<file path="src/sv/gmpd_pkg.sv">
`timescale 1ns / 1ps
// ----------------------------------------------------------------------------
// gmpd_pkg
// Shared types, codes and constants for the grid MIDI packet decoder.
// ----------------------------------------------------------------------------
package gmpd_pkg;

  typedef logic [3:0] cin_t;
  typedef logic [7:0] byte_t;
  typedef logic [3:0] pos_t;
  typedef logic [2:0] layout_t;
  typedef logic [2:0] colour_t;
  typedef logic [1:0] chan_t;

  typedef enum logic [1:0] {
    ACT_NONE   = 2'd0,
    ACT_LED    = 2'd1,
    ACT_LAYOUT = 2'd2,
    ACT_REPLY  = 2'd3
  } action_t;

  // code index numbers
  localparam cin_t CIN_SYSEX      = 4'd4;
  localparam cin_t CIN_SYSEX_END1 = 4'd5;
  localparam cin_t CIN_SYSEX_END2 = 4'd6;
  localparam cin_t CIN_SYSEX_END3 = 4'd7;
  localparam cin_t CIN_NOTE_OFF   = 4'd8;
  localparam cin_t CIN_NOTE_ON    = 4'd9;
  localparam cin_t CIN_CTRL       = 4'd11;

  // sysex assembly
  localparam int SYSEX_LIMIT = 64;
  localparam int LEN_W       = 7;
  localparam int KEPT_BYTES  = 8;
  localparam int KEPT_IDX_W  = $clog2(KEPT_BYTES);
  localparam logic [47:0] SYSEX_HDR    = 48'hF0_00_20_29_02_18;
  localparam byte_t       CMD_LAYOUT    = 8'h22;
  localparam byte_t       CMD_CHALLENGE = 8'h40;
  localparam byte_t       NUM_LAYOUTS   = 8'd6;
  localparam layout_t     LAYOUT_DRUM   = 3'd1;

  // control row
  localparam logic [4:0] CTRL_BLOCK = 5'd13;  // controls 104..111
  localparam pos_t       CTRL_ROW_X = 4'd9;

  // layout indicator LED
  localparam pos_t  IND_X     = 4'd9;
  localparam pos_t  IND_Y     = 4'd4;
  localparam byte_t IND_LEVEL = 8'd64;

  typedef struct packed {
    logic hit;
    pos_t x;
    pos_t y;
  } led_res_t;

  typedef struct packed {
    action_t action;
    layout_t layout;
    colour_t colour;
  } sx_res_t;

  // indicator colour per layout: bit0 red, bit1 green, bit2 blue
  function automatic colour_t layout_colour(input layout_t lay);
    colour_t c;
    case (lay)
      3'd0:    c = 3'd1;
      3'd1:    c = 3'd2;
      3'd2:    c = 3'd4;
      3'd3:    c = 3'd3;
      3'd4:    c = 3'd6;
      3'd5:    c = 3'd5;
      default: c = 3'd0;
    endcase
    return c;
  endfunction

endpackage

</file>
<file path="src/sv/gmpd_if.sv">
`timescale 1ns / 1ps
// ----------------------------------------------------------------------------
// gmpd_if
// Valid/ready channels for packets in, actions out and the config write.
// ----------------------------------------------------------------------------
interface gmpd_in_if;
  logic                valid;
  logic                ready;
  gmpd_pkg::cin_t      code_index;
  gmpd_pkg::byte_t     status_byte;
  gmpd_pkg::byte_t     first_data_byte;
  gmpd_pkg::byte_t     second_data_byte;

  modport source (output valid, code_index, status_byte, first_data_byte,
                  second_data_byte, input ready);
  modport sink   (input valid, code_index, status_byte, first_data_byte,
                  second_data_byte, output ready);
endinterface

interface gmpd_out_if;
  logic                valid;
  logic                ready;
  gmpd_pkg::action_t   action;
  gmpd_pkg::pos_t      led_x;
  gmpd_pkg::pos_t      led_y;
  gmpd_pkg::byte_t     led_level;
  gmpd_pkg::chan_t     colour_channel;
  gmpd_pkg::layout_t   new_layout;
  gmpd_pkg::colour_t   indicator_colour;

  modport source (output valid, action, led_x, led_y, led_level, colour_channel,
                  new_layout, indicator_colour, input ready);
  modport sink   (input valid, action, led_x, led_y, led_level, colour_channel,
                  new_layout, indicator_colour, output ready);
endinterface

interface gmpd_cfg_if;
  logic        valid;
  logic        ready;
  logic [31:0] data;

  modport source (output valid, data, input ready);
  modport sink   (input valid, data, output ready);
endinterface

</file>
<file path="src/sv/gmpd_note_map.sv">
`timescale 1ns / 1ps
// ----------------------------------------------------------------------------
// gmpd_note_map
// Maps a note number to a grid LED position for the drum or digit layout.
// ----------------------------------------------------------------------------
module gmpd_note_map (
  input  gmpd_pkg::byte_t    note,
  input  gmpd_pkg::layout_t  layout,
  output gmpd_pkg::led_res_t res
);
  import gmpd_pkg::*;

  byte_t        d_lo;
  byte_t        d_hi;
  byte_t        d_side;
  logic [15:0]  prod;
  logic [4:0]   q;
  byte_t        q10;
  byte_t        rem;

  assign d_lo   = note - 8'd36;
  assign d_hi   = note - 8'd68;
  assign d_side = 8'd107 - note;

  // note / 10 by reciprocal, exact for all 8-bit notes
  assign prod = {8'd0, note} * 16'd205;
  assign q    = prod[15:11];
  assign q10  = {3'd0, q} * 8'd10;
  assign rem  = note - q10;

  always_comb begin
    res = '0;
    if (layout == LAYOUT_DRUM) begin
      if (note >= 8'd36 && note <= 8'd107) begin
        res.hit = 1'b1;
        if (note <= 8'd67) begin
          res.x = {2'b00, note[1:0]};
          res.y = {1'b0, d_lo[4:2]};
        end else if (note <= 8'd99) begin
          res.x = {2'b01, note[1:0]};
          res.y = {1'b0, d_hi[4:2]};
        end else begin
          res.x = 4'd8;
          res.y = d_side[3:0];
        end
      end
    end else begin
      if (note >= 8'd11 && note <= 8'd89 && rem != 8'd0) begin
        res.hit = 1'b1;
        res.x   = rem[3:0] - 4'd1;
        res.y   = q[3:0] - 4'd1;
      end
    end
  end

endmodule

</file>
<file path="src/sv/gmpd_sysex.sv">
`timescale 1ns / 1ps
// ----------------------------------------------------------------------------
// gmpd_sysex
// SysEx assembly buffer, message check on end packets and the layout register.
// ----------------------------------------------------------------------------
module gmpd_sysex (
  input  logic               clk,
  input  logic               rst_n,
  input  logic               fire,
  input  gmpd_pkg::cin_t     cin,
  input  gmpd_pkg::byte_t    b0,
  input  gmpd_pkg::byte_t    b1,
  input  gmpd_pkg::byte_t    b2,
  output gmpd_pkg::sx_res_t  res,
  output gmpd_pkg::layout_t  layout
);
  import gmpd_pkg::*;

  byte_t             bytes_r   [KEPT_BYTES];
  byte_t             bytes_nxt [KEPT_BYTES];
  logic [LEN_W-1:0]  len_r;
  logic [LEN_W-1:0]  len_nxt;
  logic [LEN_W-1:0]  len_add;
  layout_t           layout_r;
  logic              is_cont;
  logic              is_end;
  logic [1:0]        n_bytes;
  byte_t             pkt [3];
  logic              hdr_ok;

  assign is_cont = (cin == CIN_SYSEX);
  assign is_end  = (cin == CIN_SYSEX_END1) || (cin == CIN_SYSEX_END2) ||
                   (cin == CIN_SYSEX_END3);
  assign n_bytes = is_cont ? 2'd3 : (cin[1:0] - 2'd0);
  assign len_add = len_r + {{(LEN_W-2){1'b0}}, n_bytes};

  assign pkt[0] = b0;
  assign pkt[1] = b1;
  assign pkt[2] = b2;

  // each kept entry takes the packet byte that lands on its position
  always_comb begin
    for (int i = 0; i < KEPT_BYTES; i++) begin
      bytes_nxt[i] = bytes_r[i];
      for (int k = 0; k < 3; k++) begin
        if (k < int'(n_bytes) &&
            (len_r + LEN_W'(k)) == LEN_W'(i)) begin
          bytes_nxt[i] = pkt[k];
        end
      end
    end
  end

  assign hdr_ok = ({bytes_nxt[0], bytes_nxt[1], bytes_nxt[2],
                    bytes_nxt[3], bytes_nxt[4], bytes_nxt[5]} == SYSEX_HDR);

  always_comb begin
    res = '0;
    if (is_end && len_add > LEN_W'(KEPT_BYTES - 1) && hdr_ok) begin
      if (bytes_nxt[6] == CMD_LAYOUT) begin
        if (bytes_nxt[7] < NUM_LAYOUTS) begin
          res.action = ACT_LAYOUT;
          res.layout = bytes_nxt[7][2:0];
          res.colour = layout_colour(bytes_nxt[7][2:0]);
        end
      end else if (bytes_nxt[6] == CMD_CHALLENGE) begin
        res.action = ACT_REPLY;
      end
    end
  end

  always_comb begin
    len_nxt = len_r;
    if (is_cont) begin
      len_nxt = (len_add >= LEN_W'(SYSEX_LIMIT)) ? '0 : len_add;
    end else if (is_end) begin
      len_nxt = '0;
    end
  end

  always_ff @(posedge clk) begin
    if (!rst_n) begin
      len_r    <= '0;
      layout_r <= '0;
    end else if (fire) begin
      len_r <= len_nxt;
      if (res.action == ACT_LAYOUT) begin
        layout_r <= res.layout;
      end
    end
  end

  always_ff @(posedge clk) begin
    if (fire && (is_cont || is_end)) begin
      bytes_r <= bytes_nxt;
    end
  end

  assign layout = layout_r;

`ifndef SYNTH
  a_len_below_limit: assert property (@(posedge clk) disable iff (!rst_n)
    len_r < LEN_W'(SYSEX_LIMIT))
    else $error("sysex length reached limit");

  a_end_clears_len: assert property (@(posedge clk) disable iff (!rst_n)
    (fire && is_end) |=> (len_r == '0))
    else $error("sysex length not cleared after end packet");
`endif

endmodule

</file>
<file path="src/sv/grid_midi_packet_decoder_unit.sv">
`timescale 1ns / 1ps
// ----------------------------------------------------------------------------
// grid_midi_packet_decoder_unit
// Decodes USB-MIDI event packets into LED grid actions.
// ----------------------------------------------------------------------------
// Usage:
//   in_if  : one 32-bit USB-MIDI event packet per transaction.
//   out_if : exactly one action per packet, in packet order.
//   cfg_if : writes top_row_map; always ready, write only while idle.
// Path: an accepted packet passes the input register, the decode and the
//   result register before its action appears on out_if.
// Throughput: one packet per cycle while out_if is not stalled; the decode
//   is a single registered pass and the layout/sysex state updates as a
//   packet moves to the result register, so the next packet already sees it.
// Stall: when out_if.ready is low the result register holds, the input
//   register fills, and in_if.ready drops only when both are occupied.
// Reset (rst_n low, synchronous): both stages empty, layout 0 (session),
//   sysex length 0, top_row_map 0. Sysex bytes are not cleared.
// ----------------------------------------------------------------------------
module grid_midi_packet_decoder_unit (
  input  logic        clk,
  input  logic        rst_n,
  gmpd_in_if.sink     in_if,
  gmpd_out_if.source  out_if,
  gmpd_cfg_if.sink    cfg_if
);
  import gmpd_pkg::*;

  logic      s1_valid_r;
  cin_t      s1_cin_r;
  byte_t     s1_b0_r;
  byte_t     s1_b1_r;
  byte_t     s1_b2_r;
  logic      s1_adv;
  logic      in_fire;
  logic [31:0] map_r;

  led_res_t  note_res;
  sx_res_t   sx_res;
  layout_t   layout;

  logic      out_valid_r;
  action_t   act_r,   act_nxt;
  pos_t      x_r,     x_nxt;
  pos_t      y_r,     y_nxt;
  byte_t     lvl_r,   lvl_nxt;
  chan_t     chan_r,  chan_nxt;
  layout_t   lay_r,   lay_nxt;
  colour_t   col_r,   col_nxt;

  assign s1_adv   = s1_valid_r && (!out_valid_r || out_if.ready);
  assign in_if.ready = !s1_valid_r || s1_adv;
  assign in_fire  = in_if.valid && in_if.ready;
  assign cfg_if.ready = 1'b1;

  always_ff @(posedge clk) begin
    if (!rst_n) begin
      s1_valid_r <= 1'b0;
    end else if (in_fire) begin
      s1_valid_r <= 1'b1;
    end else if (s1_adv) begin
      s1_valid_r <= 1'b0;
    end
  end

  always_ff @(posedge clk) begin
    if (in_fire) begin
      s1_cin_r <= in_if.code_index;
      s1_b0_r  <= in_if.status_byte;
      s1_b1_r  <= in_if.first_data_byte;
      s1_b2_r  <= in_if.second_data_byte;
    end
  end

  always_ff @(posedge clk) begin
    if (!rst_n) begin
      map_r <= '0;
    end else if (cfg_if.valid) begin
      map_r <= cfg_if.data;
    end
  end

  gmpd_note_map u_note_map (
    .note   (s1_b1_r),
    .layout (layout),
    .res    (note_res)
  );

  gmpd_sysex u_sysex (
    .clk    (clk),
    .rst_n  (rst_n),
    .fire   (s1_adv),
    .cin    (s1_cin_r),
    .b0     (s1_b0_r),
    .b1     (s1_b1_r),
    .b2     (s1_b2_r),
    .res    (sx_res),
    .layout (layout)
  );

  always_comb begin
    act_nxt  = ACT_NONE;
    x_nxt    = '0;
    y_nxt    = '0;
    lvl_nxt  = '0;
    chan_nxt = '0;
    lay_nxt  = '0;
    col_nxt  = '0;
    case (s1_cin_r)
      CIN_NOTE_ON, CIN_NOTE_OFF: begin
        if (note_res.hit) begin
          act_nxt  = ACT_LED;
          x_nxt    = note_res.x;
          y_nxt    = note_res.y;
          lvl_nxt  = (s1_cin_r == CIN_NOTE_ON) ? s1_b2_r : 8'd0;
          // channels above 2 fall back to channel 0
          chan_nxt = (s1_b0_r[3:0] > 4'd2) ? 2'd0 : s1_b0_r[1:0];
        end
      end
      CIN_CTRL: begin
        if (s1_b1_r[7:3] == CTRL_BLOCK) begin
          act_nxt = ACT_LED;
          x_nxt   = CTRL_ROW_X;
          y_nxt   = map_r[{s1_b1_r[2:0], 2'b00} +: 4];
          lvl_nxt = s1_b2_r;
        end
      end
      CIN_SYSEX_END1, CIN_SYSEX_END2, CIN_SYSEX_END3: begin
        act_nxt = sx_res.action;
        if (sx_res.action == ACT_LAYOUT) begin
          x_nxt   = IND_X;
          y_nxt   = IND_Y;
          lvl_nxt = IND_LEVEL;
          lay_nxt = sx_res.layout;
          col_nxt = sx_res.colour;
        end
      end
      default: begin
        act_nxt = ACT_NONE;
      end
    endcase
  end

  always_ff @(posedge clk) begin
    if (!rst_n) begin
      out_valid_r <= 1'b0;
    end else if (s1_adv) begin
      out_valid_r <= 1'b1;
    end else if (out_if.ready) begin
      out_valid_r <= 1'b0;
    end
  end

  always_ff @(posedge clk) begin
    if (s1_adv) begin
      act_r  <= act_nxt;
      x_r    <= x_nxt;
      y_r    <= y_nxt;
      lvl_r  <= lvl_nxt;
      chan_r <= chan_nxt;
      lay_r  <= lay_nxt;
      col_r  <= col_nxt;
    end
  end

  assign out_if.valid            = out_valid_r;
  assign out_if.action           = act_r;
  assign out_if.led_x            = x_r;
  assign out_if.led_y            = y_r;
  assign out_if.led_level        = lvl_r;
  assign out_if.colour_channel   = chan_r;
  assign out_if.new_layout       = lay_r;
  assign out_if.indicator_colour = col_r;

`ifndef SYNTH
  a_layout_follows_action: assert property (@(posedge clk) disable iff (!rst_n)
    (s1_adv && act_nxt == ACT_LAYOUT) |=> (layout == out_if.new_layout))
    else $error("layout register does not match reported layout");

  a_s1_holds_on_stall: assert property (@(posedge clk) disable iff (!rst_n)
    (s1_valid_r && !s1_adv) |=> (s1_valid_r && $stable(s1_cin_r) &&
                                 $stable(s1_b1_r)))
    else $error("input stage lost a transaction while stalled");

  a_out_holds_on_stall: assert property (@(posedge clk) disable iff (!rst_n)
    (out_valid_r && !out_if.ready) |=> (out_valid_r && $stable(act_r)))
    else $error("result register changed while stalled");
`endif

endmodule

</file>
<file path="src/flat_wrapper.sv">
// flat-port wrapper written by rule: the top's interface ports become plain ports
module grid_midi_packet_decoder_unit_flat import gmpd_pkg::*;
  (clk, rst_n, in_if_valid, in_if_code_index, in_if_status_byte, in_if_first_data_byte, in_if_second_data_byte, in_if_ready, out_if_valid, out_if_action, out_if_led_x, out_if_led_y, out_if_led_level, out_if_colour_channel, out_if_new_layout, out_if_indicator_colour, out_if_ready, cfg_if_valid, cfg_if_data, cfg_if_ready);
  gmpd_in_if in_if_i ();
  gmpd_out_if out_if_i ();
  gmpd_cfg_if cfg_if_i ();
  input  logic clk;
  input  logic rst_n;
  input wire logic [$bits(in_if_i.valid)-1:0] in_if_valid;
  input wire logic [$bits(in_if_i.code_index)-1:0] in_if_code_index;
  input wire logic [$bits(in_if_i.status_byte)-1:0] in_if_status_byte;
  input wire logic [$bits(in_if_i.first_data_byte)-1:0] in_if_first_data_byte;
  input wire logic [$bits(in_if_i.second_data_byte)-1:0] in_if_second_data_byte;
  output wire logic [$bits(in_if_i.ready)-1:0] in_if_ready;
  output wire logic [$bits(out_if_i.valid)-1:0] out_if_valid;
  output wire logic [$bits(out_if_i.action)-1:0] out_if_action;
  output wire logic [$bits(out_if_i.led_x)-1:0] out_if_led_x;
  output wire logic [$bits(out_if_i.led_y)-1:0] out_if_led_y;
  output wire logic [$bits(out_if_i.led_level)-1:0] out_if_led_level;
  output wire logic [$bits(out_if_i.colour_channel)-1:0] out_if_colour_channel;
  output wire logic [$bits(out_if_i.new_layout)-1:0] out_if_new_layout;
  output wire logic [$bits(out_if_i.indicator_colour)-1:0] out_if_indicator_colour;
  input wire logic [$bits(out_if_i.ready)-1:0] out_if_ready;
  input wire logic [$bits(cfg_if_i.valid)-1:0] cfg_if_valid;
  input wire logic [$bits(cfg_if_i.data)-1:0] cfg_if_data;
  output wire logic [$bits(cfg_if_i.ready)-1:0] cfg_if_ready;
  assign in_if_i.valid = in_if_valid;
  assign in_if_i.code_index = in_if_code_index;
  assign in_if_i.status_byte = in_if_status_byte;
  assign in_if_i.first_data_byte = in_if_first_data_byte;
  assign in_if_i.second_data_byte = in_if_second_data_byte;
  assign in_if_ready = in_if_i.ready;
  assign out_if_valid = out_if_i.valid;
  assign out_if_action = out_if_i.action;
  assign out_if_led_x = out_if_i.led_x;
  assign out_if_led_y = out_if_i.led_y;
  assign out_if_led_level = out_if_i.led_level;
  assign out_if_colour_channel = out_if_i.colour_channel;
  assign out_if_new_layout = out_if_i.new_layout;
  assign out_if_indicator_colour = out_if_i.indicator_colour;
  assign out_if_i.ready = out_if_ready;
  assign cfg_if_i.valid = cfg_if_valid;
  assign cfg_if_i.data = cfg_if_data;
  assign cfg_if_ready = cfg_if_i.ready;
  grid_midi_packet_decoder_unit u_core (.clk(clk), .rst_n(rst_n), .in_if(in_if_i), .out_if(out_if_i), .cfg_if(cfg_if_i));
endmodule
</file>
<file path="config.mk">
export PLATFORM = sky130hd
export DESIGN_NAME = grid_midi_packet_decoder_unit_flat
export DESIGN_NICKNAME = d
export VERILOG_FILES = /design/src/sv/gmpd_pkg.sv /design/src/sv/gmpd_if.sv /design/src/sv/gmpd_note_map.sv /design/src/sv/gmpd_sysex.sv /design/src/sv/grid_midi_packet_decoder_unit.sv /design/src/flat_wrapper.sv
export SDC_FILE = /design/constraint.sdc
export NUM_CORES = 1
export LEC_CHECK = 0
export ABC_AREA = 0
export BUFFER_PORTS_ARGS = -buffer_cell sky130_fd_sc_hd__buf_2
export CAP_MARGIN = 20
export CORE_MARGIN = 2
export CORE_UTILIZATION = 50
export CTS_CLUSTER_SIZE = 14
export DETAILED_ROUTE_END_ITERATION = 7
export HOLD_SLACK_MARGIN = 0.06
export PLACE_DENSITY = 0.71
export SYNTH_ARGS = -nofsm -noshare
export SYNTH_HDL_FRONTEND = slang
export SYNTH_SLANG_ARGS = --single-unit
</file>
<file path="constraint.sdc">
create_clock -name clk -period 6.6 [get_ports clk]
set_clock_uncertainty 0.15 [all_clocks]
set_input_delay 0.99 -clock clk [delete_from_list [all_inputs] [get_ports clk]]
set_output_delay 0.99 -clock clk [all_outputs]
set_load 0.01 [all_outputs]
</file>
==> results.ini, run 1 <==
[outcome]
outcome = finished, violations left
violations = setup timing

[job]
maxCapViolations = 0

[clocking]
cts_tree = done
cts_sinks = 162
cts_root_buffer = clkbuf_16
insertion_delay_ns = 0.43
cts_buffers = 17
clockBufferDepth = 2
cts_htree_levels = 4
cts.clk_slew.worst_paths_ns = 0.07

[setup_path]
cp-end-kind = flip-flop
crit_fanout = 5
cp-start-kind = flip-flop
cp_data_required_time_ns = 6.73
r2r_slack_ns = -0.05
worstPathArrival_ns = 6.79
critPathKind = flip-flop to flip-flop

[power_and_ir_drop]
ir_drop_mv = 0.2643
p_total_w = 0.003791
powerDensity_nw_per_um2 = 293.6
leakagePower_nw = 5.461

[global_routing]
grt_remaining_overflow = 0
grt_start_max_net_pins = 63
grt_usage_pct = 27.01
antenna_found_initial = 0
grt_pass1_vias = 8937
grt_pass1_wl_mm = 49.41

[timing]
slew_headroom_pct = 31.73
min_period_over_period_pct = 100.8
hold_violations = 0
max_freq_mhz = 150.3
finalSetupTns_ns = -0.3720
setup_viol = 11
worst_slew_pin_slew_ns = 1.024
rsz0062_at_grt = true
period_needed_ns = 6.655
drv_slew = 0
layout_setup_ws_ns = -0.05474

[floorplan]
core_area_um2 = 21760
fp-row-count = 54
pin_count = 94
start_util_pct = 50.89
die_w_um = 152.8
die_h_um = 152.8
dieArea_um2 = 23350

[route]
vias = 8997
drc_errors = 0
antenna_left = 0
wl_per_cell_um = 21.90
drtIter0Drc = 963
wl_mm = 31.78
first_pass_iters = 6
routed_via_density = 6.201

[yosys]
syn_nets = 1191
synthArstFlopShare_pct = 0
synth_top_flop_cell = edfxtp_1
avgSynthCellArea_um2 = 10.65
ys_seq_area_share_pct = 39.96
syn_inst = 1040
synth.area.top_cells = edfxtp_1 32%, mux2i_1 11%, ha_1 8.4%, dfxtp_1 8.0%, o21ai_0 3.1%
synth_area_um2 = 11070
synth_edf_count = 118
synth_top_area_cell = edfxtp_1
synth_warnings = 0
synth_cell_types = 87
synth.top_cell.area_share_pct = 32.00
synth-seq-cells = 162

[placed_design]
place_congestion = 0.9191
port_buffers = 92
placed_cell_area_um2 = 12110
dp.final_hpwl_mm = 22.45

[layout]
n_antenna_cell = 0
nets = 1309
fin_area_um2 = 12910
area_growth_pct = 16.62
layout-drive-gt1-share_pct = 25.19

[hold_path]
hp-class = flip-flop to flip-flop

-- synthesized netlist by cell type, drive strengths merged, types with 4 or more instances --
cell type / instances
nand3b: 6
nor2b: 48
or2: 6
nor3: 15
o31ai: 5
o22ai: 4
or4b: 5
ha: 74
a21o: 11
o311a: 5
clkbuf: 31
or3: 6
o21ai: 75
o211ai: 13
dfxtp: 44
inv: 58
nor2: 36
buf: 25
xor2: 10
a21oi: 30
mux4: 8
a2111oi: 5
xnor2: 15
a211o: 4
a311oi: 4
nor4: 4
fa: 12
o2111ai: 7
a31oi: 5
nand2: 80
nor3b: 7
and2: 14
a22o: 4
mux2i: 120
edfxtp: 118
a22oi: 5
mux2: 28
a211oi: 8
and3: 4
nand4: 10
nand2b: 6
nand3: 24
-- path summary, 6_finish.rpt --
kind                                              startpoint                                            end  cells after the start
worst max-delay path             u_core.s1_b1_r[1]$_DFFE_PP_  u_core.out_if.colour_channel[0]$_SDFFCE_PP0P_                     27
worst min-delay path            u_core.map_r[3]$_SDFFE_PN0P_                   u_core.map_r[3]$_SDFFE_PN0P_                      2
worst max register to register   u_core.s1_b1_r[1]$_DFFE_PP_  u_core.out_if.colour_channel[0]$_SDFFCE_PP0P_                     27
worst min register to register  u_core.map_r[3]$_SDFFE_PN0P_                   u_core.map_r[3]$_SDFFE_PN0P_                      2
-- critical path, stage by stage, from the launching register on --
cell	delay [ns]
edfxtp_1	0.38
buf_6	0.15
ha_4	0.26
xor2_1	0.14
ha_1	0.26
fa_1	0.50
inv_2	0.04
fa_1	0.49
inv_2	0.05
ha_4	0.20
a21o_1	0.17
a21o_1	0.20
a221oi_4	0.35
o21bai_1	0.16
xor2_1	0.17
ha_1	0.30
ha_2	0.21
fa_2	0.53
inv_2	0.04
ha_4	0.26
o21ai_2	0.06
a21oi_2	0.19
xnor2_2	0.11
xnor2_2	0.17
a311oi_2	0.28
o21ai_2	0.12
or3_4	0.38
nor3b_2	0.17
-- stage by stage --
step                      hold WS, ns  setup WS [ns]  std cells  util, %
after global routing           0.3949        -0.3183       1451    59.35
after global placement         0.3422       -0.06289       1412    55.65
final                          0.3692       -0.05474       1451    59.35
after detailed placement       0.3529        -0.3026       1412    55.65
after CTS                      0.3732       -0.04947       1449    58.95
after floorplan                0.3268        -0.1147       1040        -
-- metal layers --
layer  up-vias  part of all wire (%)  GRT usage (%)
met3        91                   8.5          5.688
met5         -                     0              0
met4         0                   4.2          12.43
li1       4100                     -              -
met1      4344                    41          34.91
met2       462                    47          43.65
-- cell type report --
| type | count | area (um2) |
|---|---|---|
| timing repair buffer | 155 | 944.7 |
| sequential | 162 | 4424 |
| clock buffer | 21 | 504.2 |
| fill | 1830 | 8843 |
| tap | 280 | 350.3 |
| multi-input combinational | 763 | 6364 |
| clock inverter | 11 | 95.09 |
| inverter | 59 | 230.2 |
-- sequential cells by signal, summed over array words and instances, names as in the netlist, 2 cells and up --
name                            count
u_core.s1_b1_r                      8
u_core.out_if.new_layout            3
u_core.u_sysex.len_r                7
u_core.u_sysex.bytes_r             64
u_core.out_if.led_x                 4
u_core.s1_b2_r                      8
u_core.out_if.indicator_colour      3
u_core.out_if.led_level             8
u_core.u_sysex.layout               3
u_core.s1_cin_r                     4
u_core.map_r                       32
u_core.out_if.action                2
u_core.out_if.led_y                 4
u_core.out_if.colour_channel        2
u_core.s1_b0_r                      8
-- placed cells by master, fill, tap and decap left out, types with 12 or more instances in the layout --
master	count
mux2i_1	120
edfxtp_1	118
buf_2	92
nand2_1	80
o21ai_0	67
ha_1	66
buf_4	60
inv_1	50
nor2b_1	48
dfxtp_1	44
nor2_1	34
a21oi_1	28
mux2_2	25
nand3_1	24
clkbuf_16	20
and2_1	13
o211ai_1	12
nor3_1	12
-- power by group --
part | internal [W] | switching, W
logic | 0.000777 | 0.000826
clock network | 0.000563 | 0.000451
registers | 0.00113 | 0.0000420
-- cell families (layout without fill, tap and decap cells) --
family,after synthesis,count (layout),share of synthesized area (%)
buffers and inverters,115,246,4.238
flip-flops,162,162,39.96
XOR/XNOR,25,25,1.978
other,1,1,0.03387
AO/OA/AOI/OAI,212,212,13.67
adder cells (fa/ha/maj),86,86,10.53
AND/OR/NAND/NOR,283,283,14.16
multiplexers,156,156,15.43
-- repair_timing --
| item | in CTS | in global routing |
|---|---|---|
| setup buffers | 5 | 2 |
| pin swaps | 20 | 15 |
| setup endpoints to repair | 16 | 19 |
| endpoints found under the hold margin | 0 | 0 |
| gates resized for setup | 14 | 15 |
| hold buffers | 0 | 0 |
No activity file was read; power rests on OpenSTA's default activity.
==> run 2, diff against run 1 <==
--- a/config.mk
+++ b/config.mk
@@ -14,6 +14,8 @@
 export DETAILED_ROUTE_END_ITERATION = 7
 export HOLD_SLACK_MARGIN = 0.06
 export PLACE_DENSITY = 0.71
+export RECOVER_POWER = 25
 export SYNTH_ARGS = -nofsm -noshare
 export SYNTH_HDL_FRONTEND = slang
+export SYNTH_HIERARCHICAL = 1
 export SYNTH_SLANG_ARGS = --single-unit
==> run 2 against run 1 <==
The flow finishes with violations (capacitance limit, slew limit, setup timing). Sequential share of layout area decreased by 2.5 points. Non-clock buffer count increased by 20. Cell area rose by 7.7%. Combinational power hardly changed. Clock-buffer cell count shrank 4. Die area rose by 6.6%. Largest cell class unchanged. Largest power group unchanged.
==> results.ini, run 2 <==
[setup_path]
crit_end = u_core/out_if.led_level[1]$_DFFE_PP_
critPathKind = flip-flop to flip-flop
cp-end-kind = flip-flop
crit_top_cell = ha_4
cp_data_required_time_ns = 6.63  ; -0.10 ns
slowest_delay_ns = 0.53  ; about the same
slowest_stage = fa_2
r2r_slack_ns = -0.26  ; -0.20 ns
crit_start = u_core/s1_b1_r[1]$_DFFE_PP_
r2r_start = u_core/s1_b1_r[1]$_DFFE_PP_
crit_fanout = 8  ; +3
r2r_cells = 30  ; +11%
cp-start-kind = flip-flop
worstPathArrival_ns = 6.88  ; +0.09 ns
reg2reg_to = u_core/out_if.led_level[1]$_DFFE_PP_

[clocking]
cts_root_buffer = clkbuf_16
cts_sinks = 162  ; unchanged
clockBufferDepth = 2  ; unchanged
cts_buffers = 17  ; unchanged
cts.clk_slew.worst_paths_ns = 0.08  ; about the same
cts_htree_levels = 4  ; unchanged
holdBufCountCts = 0  ; unchanged
insertion_delay_ns = 0.44  ; about the same
cts_tree = done

[power_and_ir_drop]
netSwitchingFraction_pct = 36.59  ; +1.8 points
intPower_w = 0.002448  ; -0.96%
seqPwrFrac_pct = 30.6  ; -0.4 points
ir_drop_mv = 0.2257  ; -15%
leakagePower_nw = 5.551  ; +1.7%
powerDensity_nw_per_um2 = 277.5  ; -5.5%
power_switching_w = 0.001413  ; +7.1%
clockPowerShare_pct = 27.5  ; +0.8 points
p_total_w = 0.003860  ; +1.8%
comb_power_share_pct = 41.9  ; -0.4 points

[global_routing]
grt_start_max_net_pins = 69  ; +9.5%
grt_pass1_vias = 10200  ; +14%
grt_remaining_overflow = 0  ; unchanged
antenna_found_initial = 3  ; +3
grt_pass1_wl_mm = 57.21  ; +16%
grt_usage_pct = 30.21  ; +3.2 points

[yosys]
synth_area_um2 = 11820  ; +6.8%
synthArstFlopShare_pct = 0  ; unchanged
synth_top_area_cell = edfxtp_1
synth.area.top_cells = edfxtp_1 30%, ha_1 7.6%, dfxtp_1 7.5%, mux2i_1 6.3%, o21ai_0 3.2%
avgSynthCellArea_um2 = 9.667  ; -9.2%
synth.top_cell.area_share_pct = 29.97  ; -2.0 points
synth_cell_types = 102  ; +17%
synth_top_flop_cell = edfxtp_1
synth_warnings = 6  ; +6
syn_inst = 1223  ; +18%
ys_top_cells_by_count = 118 x edfxtp_1, 90 x nand2_1, 76 x o21ai_0
syn_nets = 1372  ; +15%
yosysMostFrequentCell = edfxtp_1
synth_edf_count = 118  ; unchanged
ys_seq_area_share_pct = 37.42  ; -2.5 points
synth-seq-cells = 162  ; unchanged

[floorplan]
start_util_pct = 50.67  ; -0.22 points
die_w_um = 157.8  ; +3.2%
dieArea_um2 = 24890  ; +6.6%
pin_count = 94  ; unchanged
fp-row-count = 56  ; +3.7%
die_h_um = 157.8  ; +3.2%
core_area_um2 = 23330  ; +7.2%

[route]
antenna_left = 0  ; unchanged
first_pass_iters = 5  ; -1
drtIter0Drc = 1496  ; +55%
wl_per_cell_um = 22.43  ; +2.4%
vias = 10600  ; +18%
drc_errors = 0  ; unchanged
wl_mm = 37.50  ; +18%
routed_via_density = 6.342  ; +2.3%

[timing]
drv_slew = 80  ; +80
max_freq_mhz = 145.9  ; -2.9%
period_needed_ns = 6.856  ; +0.2012 ns
rsz0062_at_grt = true
hold_violations = 0  ; unchanged
slew_headroom_pct = -18.05  ; -50 points
layout_setup_ws_ns = -0.2559  ; -0.2012 ns
setup_viol = 19  ; +8
min_period_over_period_pct = 103.9  ; +3.0 points
worst_slew_pin_slew_ns = 1.771  ; +0.7466 ns

[layout]
nets = 1487  ; +14%
layout-drive-gt1-share_pct = 22.87  ; -2.3 points
reg_top3 = u_core/u_sysex/bytes_r: 64 flops, u_core/map_r: 32 flops
layout_commonest_cell = edfxtp_1
regMostFlops = u_core/u_sysex/bytes_r
largest_register_ffs = 64  ; unchanged
finalNonFillerCells = 1672  ; +15%
layout_common_cells = 118 x edfxtp_1, 88 x nand2_1, 85 x buf_2, 79 x buf_4
area_growth_pct = 17.67

[outcome]
outcome = finished, violations left
violations = capacitance limit, slew limit, setup timing

[hold_path]
hp-class = flip-flop to flip-flop

[placed_design]
place_inst = 1630  ; +15%
place_congestion = 0.9718  ; +5.7%
dp.final_hpwl_mm = 25.70  ; +14%
port_buffers = 92  ; unchanged

[job]
maxCapViolations = 2  ; +2

-- run 2: cell count changes after synthesis, sizes merged, moves of 8 or more --
cell	before	now
a21oi	30	49
a211oi	8	18
clkbuf	31	54
nand2	80	91
nor2	36	74
o31ai	5	14
nor3b	7	17
mux2	28	11
nand3	24	33
nor3	15	39
a31o	2	10
or3	6	17
mux2i	120	74
-- run 2: stage by stage --
stage | setup WS (ns) | setup TNS, ns | instance area, um2 | hold slack, ns | util, %
5_1_grt | -0.4580 | -7.729 | 13910 | 0.3940 | 59.60
2_1_floorplan | -0.1580 | -2.272 | 11970 | 0.3268 | -
3_5_place_dp | -0.3482 | -6.089 | 13060 | 0.3463 | 55.96
4_1_cts | -0.1891 | -3.222 | 13730 | 0.3720 | 58.85
6_report | -0.2559 | -3.638 | 13910 | 0.3673 | 59.63
3_3_place_gp | -0.1439 | -2.268 | 13060 | 0.3407 | 55.96
-- run 2: routing by layer --
| layer | GRT usage [%] | vias to the layer above | wire length, um |
|---|---|---|---|
| li1 | - | 4800 | - |
| met1 | 41.86 | 5022 | 15810 |
| met2 | 46.44 | 653 | 16380 |
| met3 | 7.282 | 126 | 4025 |
| met4 | 10.09 | 2 | 1275 |
| met5 | 0 | - | 13 |
-- run 2: critical path: cells and delay by family (launching register included) --
family                     cells  cell delay, ns
xor gates and xnor gates       4            0.84
and+or+nand+nor                7            0.84
AOI/OAI and AO/OA              5            0.85
adders and majority gates      9            2.98
DFF                            1            0.51
buffers and inverters          5            0.41
-- run 2: cell type report --
class / count / area (um2)
Fill cell: 1932 / 9420
Timing Repair Buffer: 175 / 1087
Sequential cell: 162 / 4424
Multi-Input combinational cell: 917 / 7126
Clock buffer: 17 / 425.4
Inverter: 65 / 244.0
Tap cell: 319 / 399.1
Antenna cell: 2 / 5.005
Clock inverter: 15 / 201.4
-- run 2: kinds of logic (layout without fill, tap and decap cells) --
logic type      after synthesis  count (layout)  share of synthesized area (%)
other cells                   1               3                        0.03172
fa+ha+maj                    84              84                          9.652
compound gates              304             304                          18.07
flops                       162             162                          37.42
xor+xnor                     31              31                          2.413
simple gates                404             404                          18.61
mux                          93              93                          8.837
buf+inv                     144             272                          4.974
-- run 2: what timing repair did --
item	CTS	global route
resized for setup	6	27
setup endpoints to repair	19	19
pin swaps	8	18
gates cloned	0	0
buffers inserted	2	5
-- run 2: power by group through the flow --
stage / Combinational (W) / Clock, W / Sequential (W)
finish: 0.00162 / 0.00106 / 0.00118
global route: 0.00177 / 0.00111 / 0.00118
CTS: 0.00144 / 0.00107 / 0.00118
detailed placement: 0.00142 / 0 / 0.00120
global placement: 0.00139 / 0 / 0.00120
floorplan: 0.00100 / 0 / 0.00118
-- run 2: worst min path at each step --
stage	cells after the start	start	slack, ns	endpoint
after detailed placement	2	u_core/map_r[12]$_SDFFE_PN0P_	0.35	u_core/map_r[12]$_SDFFE_PN0P_
after floorplan	1	u_core/s1_valid_r$_SDFFE_PN0P_	0.33	u_core/out_if.valid$_SDFFE_PN0P_
after global routing	2	u_core/map_r[25]$_SDFFE_PN0P_	0.39	u_core/map_r[25]$_SDFFE_PN0P_
after CTS	2	u_core/map_r[12]$_SDFFE_PN0P_	0.37	u_core/map_r[12]$_SDFFE_PN0P_
final	2	u_core/map_r[12]$_SDFFE_PN0P_	0.37	u_core/map_r[12]$_SDFFE_PN0P_
after global placement	2	u_core/map_r[18]$_SDFFE_PN0P_	0.34	u_core/map_r[18]$_SDFFE_PN0P_
==> run 3, diff against run 2 <==
--- a/config.mk
+++ b/config.mk
@@ -8,12 +8,13 @@
 export ABC_AREA = 0
 export BUFFER_PORTS_ARGS = -buffer_cell sky130_fd_sc_hd__buf_2
 export CAP_MARGIN = 20
+export CORE_ASPECT_RATIO = 0.9
 export CORE_MARGIN = 2
 export CORE_UTILIZATION = 50
 export CTS_CLUSTER_SIZE = 14
 export DETAILED_ROUTE_END_ITERATION = 7
 export HOLD_SLACK_MARGIN = 0.06
-export PLACE_DENSITY = 0.71
+export PLACE_DENSITY = 0.68
 export RECOVER_POWER = 25
 export SYNTH_ARGS = -nofsm -noshare
 export SYNTH_HDL_FRONTEND = slang
==> constraint.sdc (replaced) <==
create_clock -name clk -period 7.1 [get_ports clk]
set_clock_uncertainty 0.15 [all_clocks]
set_input_delay 1.065 -clock clk [delete_from_list [all_inputs] [get_ports clk]]
set_output_delay 1.065 -clock clk [all_outputs]
set_load 0.01 [all_outputs]
==> run 3 against run 2 <==
The run ends with capacitance limit, slew limit left. Cell count fell by 2.5%. Core utilization fell by 1.2 points. Wire length barely moved. Highest routed layer is now met4.
==> results.ini, run 3 (same netlist as run 2, synthesis figures left out) <==
[layout]
area_growth_pct = 15.12
largest_register_ffs = 64  ; unchanged
layout_common_cells = 118 x edfxtp_1, 89 x nand2_1, 86 x buf_2, 75 x o21ai_0, 74 x mux2i_1
layout_commonest_cell = edfxtp_1
layout-drive-gt1-share_pct = 20.41  ; -2.5 points
regMostFlops = u_core/u_sysex/bytes_r
n_antenna_cell = 0  ; -2
fin_area_um2 = 13610  ; -2.2%
utilization_pct = 58.47  ; -1.2 points
nets = 1464  ; -1.5%
fillers = 1982  ; +2.6%
reg_top3 = u_core/u_sysex/bytes_r: 64 flops, u_core/map_r: 32 flops

[floorplan]
pin_count = 94  ; unchanged
core_area_um2 = 23280  ; -0.24%
start_util_pct = 50.79  ; +0.12 points
fp-row-count = 53  ; -5.4%
die_h_um = 149.9  ; -5.0%
die_w_um = 166.1  ; +5.3%
dieArea_um2 = 24890  ; about the same

[timing]
slew_headroom_pct = -26.65  ; -8.6 points
setup_viol = 0  ; -19
min_period_over_period_pct = 96.95  ; -6.9 points
period_needed_ns = 6.884  ; +0.02766 ns
worst_slew_pin_slew_ns = 1.900  ; +0.1290 ns
max_freq_mhz = 145.3  ; -0.40%
layout_setup_ws_ns = 0.2164  ; +0.4723 ns
hold_violations = 0  ; unchanged
drv_slew = 79  ; -1.3%
hold_ws_ns = 0.3674  ; +0.0001270 ns

[placed_design]
place_congestion = 0.9934  ; +2.2%
dp.final_hpwl_mm = 25.91  ; +0.81%
pre_cts_ws_ns = -0.1518  ; +0.1965 ns
port_buffers = 92  ; unchanged
placed_cell_area_um2 = 12730  ; -2.5%

[global_routing]
grt_usage_pct = 29.62  ; -0.59 points
grt_remaining_overflow = 0  ; unchanged
grt_pass1_wl_mm = 56.64  ; -1.0%
antenna_found_initial = 0  ; -3
grt_pass1_vias = 9605  ; -5.8%
grt_start_max_net_pins = 45  ; -35%

[setup_path]
reg2reg_to = u_core/out_if.led_level[5]$_DFFE_PP_
cp_data_required_time_ns = 7.13  ; +0.50 ns
crit_family = adder cells
slowest_stage = fa_2
slowest_delay_ns = 0.52  ; about the same
critPathKind = flip-flop to flip-flop
cp-start-kind = flip-flop
r2r_slack_ns = 0.22  ; +0.47 ns
path_buf_inv = 4  ; -1
worstPathArrival_ns = 6.91  ; +0.03 ns
r2r_start = u_core/s1_b1_r[1]$_DFFE_PP_
cp-end-kind = flip-flop
crit_fanout = 4  ; -4
r2r_cells = 29  ; -3.3%
crit_top_cell = ha_4

[power_and_ir_drop]
ir_drop_mv = 0.3092  ; +37%
leakagePower_nw = 5.411  ; -2.5%
p_total_w = 0.003428  ; -11%
powerDensity_nw_per_um2 = 251.9  ; -9.2%

[route]
wl_per_cell_um = 23.00  ; +2.5%
routed_via_density = 6.518  ; +2.8%
antenna_left = 0  ; unchanged
drc_errors = 0  ; unchanged
vias = 10630  ; +0.21%
wl_mm = 37.48  ; about the same
first_pass_iters = 6  ; +1
drtIter0Drc = 1699  ; +14%

[hold_path]
hold_start = u_core/map_r[24]$_SDFFE_PN0P_
min_path_cells = 2  ; unchanged
hp-class = flip-flop to flip-flop
hold_end = u_core/map_r[24]$_SDFFE_PN0P_

[clocking]
cts.clk_slew.worst_paths_ns = 0.08  ; about the same
cts_root_buffer = clkbuf_16
clockBufferDepth = 2  ; unchanged
cts_tree = done
insertion_delay_ns = 0.44  ; about the same
cts_buffers = 17  ; unchanged
holdBufCountCts = 0  ; unchanged
cts_sinks = 162  ; unchanged
cts_htree_levels = 4  ; unchanged

[job]
maxCapViolations = 2  ; unchanged

[outcome]
outcome = finished, violations left
violations = capacitance limit, slew limit

## run 3: cell count changes in the layout (fill, tap and decap cells not counted), sizes merged
| cell | change |
|---|---|
| buf | -21 |
| clkbuf | -2 |
| diode | -2 |
## run 3: repair_timing
action | CTS | global route
setup endpoints to repair | 19 | 19
resized for setup | 8 | 30
pin swaps | 7 | 21
gates cloned | 0 | 0
setup buffers | 3 | 5
## run 3: cell type report
class / count / area [um2] / area share, %
Clock inverter: 15 / 196.4 / 1.443
Multi-Input combinational cell: 917 / 7036 / 51.69
Tap cell: 302 / 377.9 / 2.776
Clock buffer: 17 / 425.4 / 3.126
Timing Repair Buffer: 152 / 907.1 / 6.665
Inverter: 65 / 244.0 / 1.793
Sequential cell: 162 / 4424 / 32.51
## run 3: worst max path at each step
| stage | slack (ns) | startpoint | cells past startpoint | to |
|---|---|---|---|---|
| CTS | 0.02 | u_core/s1_b1_r[1]$_DFFE_PP_ | 29 | u_core/out_if.led_level[0]$_DFFE_PP_ |
| global placement | 0.03 | u_core/s1_b1_r[1]$_DFFE_PP_ | 28 | u_core/out_if.action[0]$_DFFE_PP_ |
| finish | 0.22 | u_core/s1_b1_r[1]$_DFFE_PP_ | 29 | u_core/out_if.led_level[5]$_DFFE_PP_ |
| floorplan | 0.007 | u_core/s1_b1_r[2]$_DFFE_PP_ | 29 | u_core/out_if.action[0]$_DFFE_PP_ |
| global route | -0.05 | u_core/s1_b1_r[1]$_DFFE_PP_ | 28 | u_core/out_if.action[0]$_DFFE_PP_ |
| detailed placement | -0.15 | u_core/s1_b1_r[1]$_DFFE_PP_ | 28 | u_core/out_if.action[0]$_DFFE_PP_ |
## run 3: per-stage QoR
| step | setup TNS [ns] | instances |
|---|---|---|
| finish | 0 | 1630 |
| global route | -0.3072 | 1630 |
| CTS | 0 | 1625 |
| detailed placement | -2.335 | 1590 |
| global placement | 0 | 1590 |
| floorplan | 0 | 1223 |
## run 3: layer usage
layer | GRT usage, % | vias to the layer above | wire, um
met3 | 7.538 | 113 | 4740
met4 | 9.261 | 0 | 1120
li1 | - | 4757 | -
met2 | 43.11 | 791 | 15700
met1 | 43.18 | 4964 | 15930
met5 | 0 | - | 0
## run 3: worst reg2reg max path, delay by kind of cell (launching register included)
kind	cells	cell delay, ns
adder cells (fa/ha/maj)	9	3.10
AO/OA/AOI/OAI	9	1.64
XOR/XNOR	3	0.57
flip-flops	1	0.50
AND/OR/NAND/NOR	4	0.38
buffers and inverters	4	0.31
## run 3: where the power goes
group | internal [W] | switching, W | total [W]
registers | 0.00105 | 0.0000404 | 0.00109
logic | 0.000646 | 0.000717 | 0.00136
clock network | 0.000488 | 0.000485 | 0.000973
